**config.mk**
```make
export PLATFORM = sky130hd
export DESIGN_NAME = cvh_bin_calc
export DESIGN_NICKNAME = d
export VERILOG_FILES = /design/src/rtl/cvh_pkg.sv /design/src/rtl/cvh_bin_calc.sv
export SDC_FILE = /design/constraint.sdc
export NUM_CORES = 2
export LEC_CHECK = 0
export BUFFER_PORTS_ARGS = -buffer_cell sky130_fd_sc_hd__buf_2
export CELL_PAD_IN_SITES_DETAIL_PLACEMENT = 1
export CELL_PAD_IN_SITES_GLOBAL_PLACEMENT = 2
export CORE_ASPECT_RATIO = 0.8
export CORE_MARGIN = 1.5
export CORE_UTILIZATION = 34
export CTS_BUF_LIST = sky130_fd_sc_hd__clkbuf_2
export DETAILED_ROUTE_END_ITERATION = 7
export PLACE_DENSITY_LB_ADDON = 0.15
export SLEW_MARGIN = 5
export SYNTH_ARGS = -nofsm -noshare
export SYNTH_HDL_FRONTEND = slang
export SYNTH_SLANG_ARGS = --single-unit
```
**constraint.sdc**
```tcl
create_clock -name clock -period 10.9 [get_ports clock]
set_input_delay 1.09 -clock clock [delete_from_list [all_inputs] [get_ports clock]]
set_output_delay 1.09 -clock clock [all_outputs]
set_load 0.005 [all_outputs]
```
**src/rtl/cvh_pkg.sv**
```systemverilog
// Shared constants and types for the clamped velocity histogram.
package cvh_pkg;

   localparam int MAX_TYPES   = 4;
   localparam int BINS        = 256;
   localparam int COUNT_WIDTH = 32;
   localparam int AXES        = 3;

   localparam int ROWS   = MAX_TYPES * AXES;
   localparam int DEPTH  = ROWS * BINS;
   localparam int BIN_W  = $clog2(BINS);
   localparam int ADDR_W = $clog2(DEPTH);

   localparam logic [COUNT_WIDTH-1:0] COUNT_MAX = {COUNT_WIDTH{1'b1}};

   // Reset values of the configuration registers
   localparam logic [30:0] HALF_RANGE_RESET  = 31'd65536;
   localparam logic [30:0] BIN_SCALE_RESET   = 31'd8388608;
   localparam logic [8:0]  BINS_IN_USE_RESET = 9'd256;

   typedef enum logic [1:0] {
      OP_ACCUMULATE = 2'd0,
      OP_READ       = 2'd1,
      OP_CLEAR      = 2'd2,
      OP_UNUSED     = 2'd3
   } op_type;

   typedef enum logic [1:0] {
      CSR_HALF_RANGE  = 2'd0,
      CSR_BIN_SCALE   = 2'd1,
      CSR_BINS_IN_USE = 2'd2,
      CSR_NONE        = 2'd3
   } csr_index_type;

   // Pipeline enables for the bin locator
   typedef struct packed {
      logic load_sum;
      logic load_prod;
   } calc_ctl_type;

   // Located bin and its clamp flag
   typedef struct packed {
      logic [BIN_W-1:0] bin;
      logic             clamped;
   } loc_type;

endpackage

```
**src/rtl/cvh_bin_calc.sv**
```systemverilog
// Bin locator: offset sum, fixed-point scale multiply and clamp.
module cvh_bin_calc (
   input  logic                 clock,
   input  cvh_pkg::calc_ctl_type ctl,
   input  logic signed [31:0]   sample,
   input  logic [30:0]          half_range,
   input  logic [30:0]          bin_scale,
   input  logic [8:0]           bins_in_use,
   output cvh_pkg::loc_type     loc
);

   logic signed [32:0]        sum_ff;
   logic signed [32:0]        sum_in;
   logic [62:0]               prod_ff;
   logic [62:0]               prod_in;
   logic                      below_ff;
   logic [30:0]               idx;
   logic [cvh_pkg::BIN_W-1:0] top;

   // Offset into the non-negative range, exact in 33 bits
   assign sum_in = 33'(sample) + $signed({2'b00, half_range});

   // Q16.16 times Q16.16 gives Q32.32; the integer part is the bin
   assign prod_in = 63'(sum_ff[31:0]) * 63'(bin_scale);

   always_ff @(posedge clock) begin
      if (ctl.load_sum) begin
         sum_ff <= sum_in;
      end
      if (ctl.load_prod) begin
         prod_ff  <= prod_in;
         below_ff <= sum_ff[32];
      end
   end

   assign idx = prod_ff[62:32];

   // Highest usable bin: zero acts as one, oversize acts as the full row
   always_comb begin
      priority if (bins_in_use == 9'd0) begin
         top = '0;
      end else if (32'(bins_in_use) > 32'(cvh_pkg::BINS)) begin
         top = cvh_pkg::BIN_W'(cvh_pkg::BINS - 1);
      end else begin
         top = cvh_pkg::BIN_W'(bins_in_use - 9'd1);
      end
   end

   // Clamp below and above the range
   always_comb begin
      priority if (below_ff) begin
         loc.bin     = '0;
         loc.clamped = 1'b1;
      end else if (idx > 31'(top)) begin
         loc.bin     = top;
         loc.clamped = 1'b1;
      end else begin
         loc.bin     = idx[cvh_pkg::BIN_W-1:0];
         loc.clamped = 1'b0;
      end
   end

endmodule

```
## Word-level counts from Yosys, hierarchy flattened

Cells that the tools add are included.

- Register bits: 97
- Output and inout bits: 9
- Word-level logic and storage cells: 13

- Add/sub/neg operators: 2
- Multiply operators: 1
- Order comparisons: 2
- Mux-type cells: 4
- Reduce and logical (&&, ||, !) cells: 1

Operator list:

| cell | number |
|---|---|
| multiplier 32 x 31 -> 63 bit | 1 |
| adder 32 x 32 -> 33 bit | 1 |
| > comparator 31 x 8 -> 1 bit | 1 |
| two-way mux 9 bit | 2 |
| two-way mux 8 bit | 2 |
| > comparator 9 bit, second input constant | 1 |
| logical NOT 9 bit | 1 |
| subtractor 8 x 1 -> 8 bit, second input constant | 1 |

## Logic depth before layout (Yosys ltp)

- Depth after elaboration: 6
- Gate-level depth with buffers: 29
- Depth with buffers taken out: 28

## Least setup slack after synthesis

OpenSTA, ideal clock, no wires.

- Kind: input to register
- Start: in bin_scale[7]
- End: reg prod_ff[62] (data pin)
- Setup time: 0.259 ns
- Arrival: 7.701 ns
- Required time: 10.641 ns
- Slack: 2.940 ns
- Stages on the path: 25
- Buffers on the path: 2
- Path through: clkbuf_1 > nand2_1 > fa_1 > fa_1 > fa_1 > fa_1 > inv_1 > fa_1 > fa_1 > fa_1 > inv_1 > fa_1 > inv_1 > ha_1 > buf_2 > a21oi_1 > o21ai_1 > nor3_1 > nand3_1 > o211ai_1 > o21ai_2 > a221oi_2 > o21ai_1 > a21o_1 > a211o_1

- Longest elaborated chain between the ends: 1

Ends and longest elaborated chain:

| item | RTL line | RTL |
|---|---|---|
| start, declared | cvh_bin_calc.sv:7 | `input logic [30:0] bin_scale,` |
| multiplier 32 x 31 -> 63 bit | cvh_bin_calc.sv:24 | `assign prod_in = 63'(sum_ff[31:0]) * 63'(bin_scale);` |
| via prod_in[62] | cvh_bin_calc.sv:15 | `logic [62:0] prod_in;` |
| end signal, assigned | cvh_bin_calc.sv:31 | `prod_ff <= prod_in;` |
| end, declared | cvh_bin_calc.sv:14 | `logic [62:0] prod_ff;` |

The timed path passes the listed nets, and every way through them passes these cells.
A chain may end at the register's enable or synchronous reset.

## Worst setup path after layout

- Start: reg sum_ff[13]
- End: reg prod_ff[59] (data pin)

- Longest elaborated chain between the ends: 1

Ends and longest elaborated chain:

| item | RTL line | RTL |
|---|---|---|
| start, declared | cvh_bin_calc.sv:12 | `logic signed [32:0] sum_ff;` |
| start signal, assigned | cvh_bin_calc.sv:28 | `sum_ff <= sum_in;` |
| multiplier 32 x 31 -> 63 bit | cvh_bin_calc.sv:24 |  |
| via prod_in[59] | cvh_bin_calc.sv:15 |  |

The timed path passes the listed nets, and every way through them passes these cells.

==> metrics.yaml <==
global_routing:
  overflow: 0
  grt_pass1_vias: 27786
  grt_antenna_before_repair: 12
  grt_pass1_wl_mm: 178
  track_usage: 0.226
  grt_max_degree: 34
worst_setup_path:
  cp-startpoint: "sum_ff[13]$_DFFE_PP_"
  criticalPathCategory: "reg -> reg"
  start_kind: "register"
  rr_startpoint: "sum_ff[13]$_DFFE_PP_"
  cp_max_fo: 16
  cp.required_ns: 11.40
  cp-end-kind: "register"
  arrival_ns: 9.77
finish:
  nFillCells: 11836
  drive_gt1_frac: 0.0530
  final_cell_mix: "fa_1, inv_1, and2_1"
  multiInputGateArea_mm2: 0.0294
  final_common_cell: "fa_1"
  regArea_mm2: 0.00195
  area.growth.synth_to_final_pct: 6.04
  nNetsFinal: 5036
drt:
  wl_mm: 115
  drc_errors: 0
  drt_pass1_iterations: 5
  vias: 25017
  drt-wirelength-per-cell_um: 22.3
  ant_nets: 0
  avgViaCountPerCell: 4.84
  drt_iter0_markers: 1224
cts:
  cts.reportedPaths.clkPinSlew_ns: 0.20
  cts_made_buffers: 9
  cts_hold_buf: 0
  cts_setup_buffers: 0
  clock_latency_ns: 0.73
  cts.root.buffer_cell: "clkbuf_2"
  h-tree-depth: 3
  cts_resized: 0
  clock-sinks: 65
  cts_tree: "done"
  clockBufferDepth: 2
yosys:
  syn_area_per_cell_um2: 9.31
  ys_seq_elements: 65
  synth_warnings: 0
  synth.cell_area_mm2: 0.0352
  yosysUniqueCellTypes: 59
  netlist_instances: 3787
  synth_edf_count: 65
  async_reset_ff_frac: 0
  syn_nets: 5053
  seq_area_frac_synth: 0.0554
  ys.flop_type: "edfxtp_1"
die:
  ios: 115
  fp.coreArea_mm2: 0.103
  die_height_um: 291
  dieArea_mm2: 0.106
  rows: 105
  die_w_um: 363
  start_util: 0.344
sta:
  maxSlewHeadroom: 0.0988
  rsz0062_at_grt: "no"
  final-setup-viol-count: 0
  hold_viol_final: 0
  finalClockSkew_ns: 0.0539
  fmax_mhz: 108
  tns_ns: 0
  worstMarginPinSlew_ns: 1.35
  fin_crit_sh: 0.850
  slew_viol_final: 0
  period_minus_slack_ns: 9.27
hold_path:
  hp-class: "in -> reg"
  hold_start: "half_range[0]"
run:
  cap_violations: 0
place:
  hpwlAfterDp_mm: 94.4
  io_buffers: 114
  place_congestion: 0.846
run_status:
  outcome: "complete, no violations"
[critical path: stages (launching register included)]
cell and delay [ns]:
edfxtp_1 1.16, buf_4 0.45, and2_1 0.20, fa_1 0.44
fa_1 0.56, inv_1 0.10, fa_1 0.51, fa_1 0.53
fa_1 0.56, inv_1 0.07, fa_1 0.46, fa_1 0.51
fa_1 0.41, ha_1 0.35, a21oi_1 0.19, o21ai_1 0.12
a31oi_1 0.30, o21bai_1 0.13, a221oi_1 0.81, nand2_1 0.17
a22o_1 0.36, a211oi_1 0.37, o21ai_0 0.16, xor2_1 0.16
[final timing paths]
path	cells after the start	slack, ns	end
max reg2reg	23	1.63	prod_ff[59]$_DFFE_PP_
min	2	0.67	sum_ff[0]$_DFFE_PP_
min reg2reg	0	0.79	below_ff$_DFFE_PP_
max	23	1.63	prod_ff[59]$_DFFE_PP_
[cells in the mapped netlist (3+ instances only)]
| master | count | area [µm²] |
|---|---|---|
| fa_1 | 866 | 17300 |
| inv_1 | 821 | 3080 |
| and2_1 | 540 | 3380 |
| nand2_1 | 515 | 1930 |
| ha_1 | 294 | 3680 |
| clkbuf_1 | 198 | 743 |
| a21oi_1 | 80 | 400 |
| edfxtp_1 | 65 | 1950 |
| nor2_1 | 52 | 195 |
| a21o_1 | 51 | 383 |
| xnor2_1 | 43 | 377 |
| o21ai_0 | 41 | 205 |
| xor2_1 | 23 | 201 |
| nand3_1 | 19 | 95.1 |
| nand4_1 | 18 | 113 |
| nor3_1 | 13 | 65.1 |
| o21ai_1 | 12 | 60.1 |
| a31oi_1 | 11 | 68.8 |
| nand2b_1 | 11 | 68.8 |
| o21bai_1 | 11 | 82.6 |
| a211oi_1 | 10 | 75.1 |
| o21a_1 | 10 | 75.1 |
| nor4_1 | 8 | 50.1 |
| and4_1 | 6 | 52.6 |
| a221oi_1 | 5 | 43.8 |
| nor2b_1 | 5 | 31.3 |
| nand3b_1 | 4 | 30.0 |
| o211ai_1 | 4 | 30.0 |
| a41o_1 | 3 | 30.0 |
| and3_1 | 3 | 18.8 |
| buf_2 | 3 | 15.0 |
| mux2i_1 | 3 | 30.0 |
[per-stage QoR]
step,util,setup slack (ns),hold slack (ns),std cells,area (µm²)
3_5_place_dp,0.363,1.26,0.856,5150,37300
4_1_cts,0.364,1.60,0.557,5165,37400
5_1_grt,0.364,1.29,0.589,5168,37400
3_3_place_gp,0.363,1.36,0.853,5150,37300
2_1_floorplan,-,2.94,0.400,3787,35200
6_report,0.364,1.63,0.671,5173,37400
[flip-flops by register name, summed over array words and instances, names as in the netlist]
register	cells
below_ff	1
prod_ff	31
sum_ff	33
[area by class of cell]
cell class,count,share of cell area
multi-input combinational,2698,0.788
inverter,821,0.0825
sequential,65,0.0522
tap,1391,0.0466
timing repair buffer,175,0.0275
clock inverter,6,0.00161
clock buffer,9,0.00121
antenna,8,0.000536
[metal layers]
metal / share of wire / global-route usage / up-vias
li1: - / - / 11167
met1: 0.52 / 0.357 / 13317
met2: 0.42 / 0.330 / 460
met3: 0.044 / 0.0287 / 69
met4: 0.017 / 0.0440 / 4
met5: 0.00023 / 0 / -
[cell families after synthesis]
kind of cell / after synthesis / share of synthesized area
adder cells (fa/ha/maj): 1160 / 0.596
flip-flops: 65 / 0.0554
multiplexers: 3 / 0.000852
AND/OR/NAND/NOR: 1204 / 0.173
XOR/XNOR: 66 / 0.0164
AO/OA/AOI/OAI: 265 / 0.0487
buffers and inverters: 1024 / 0.109
Power is not shown: default switching activity piles up to over one toggle a cycle in this logic, so the estimate is an artifact.
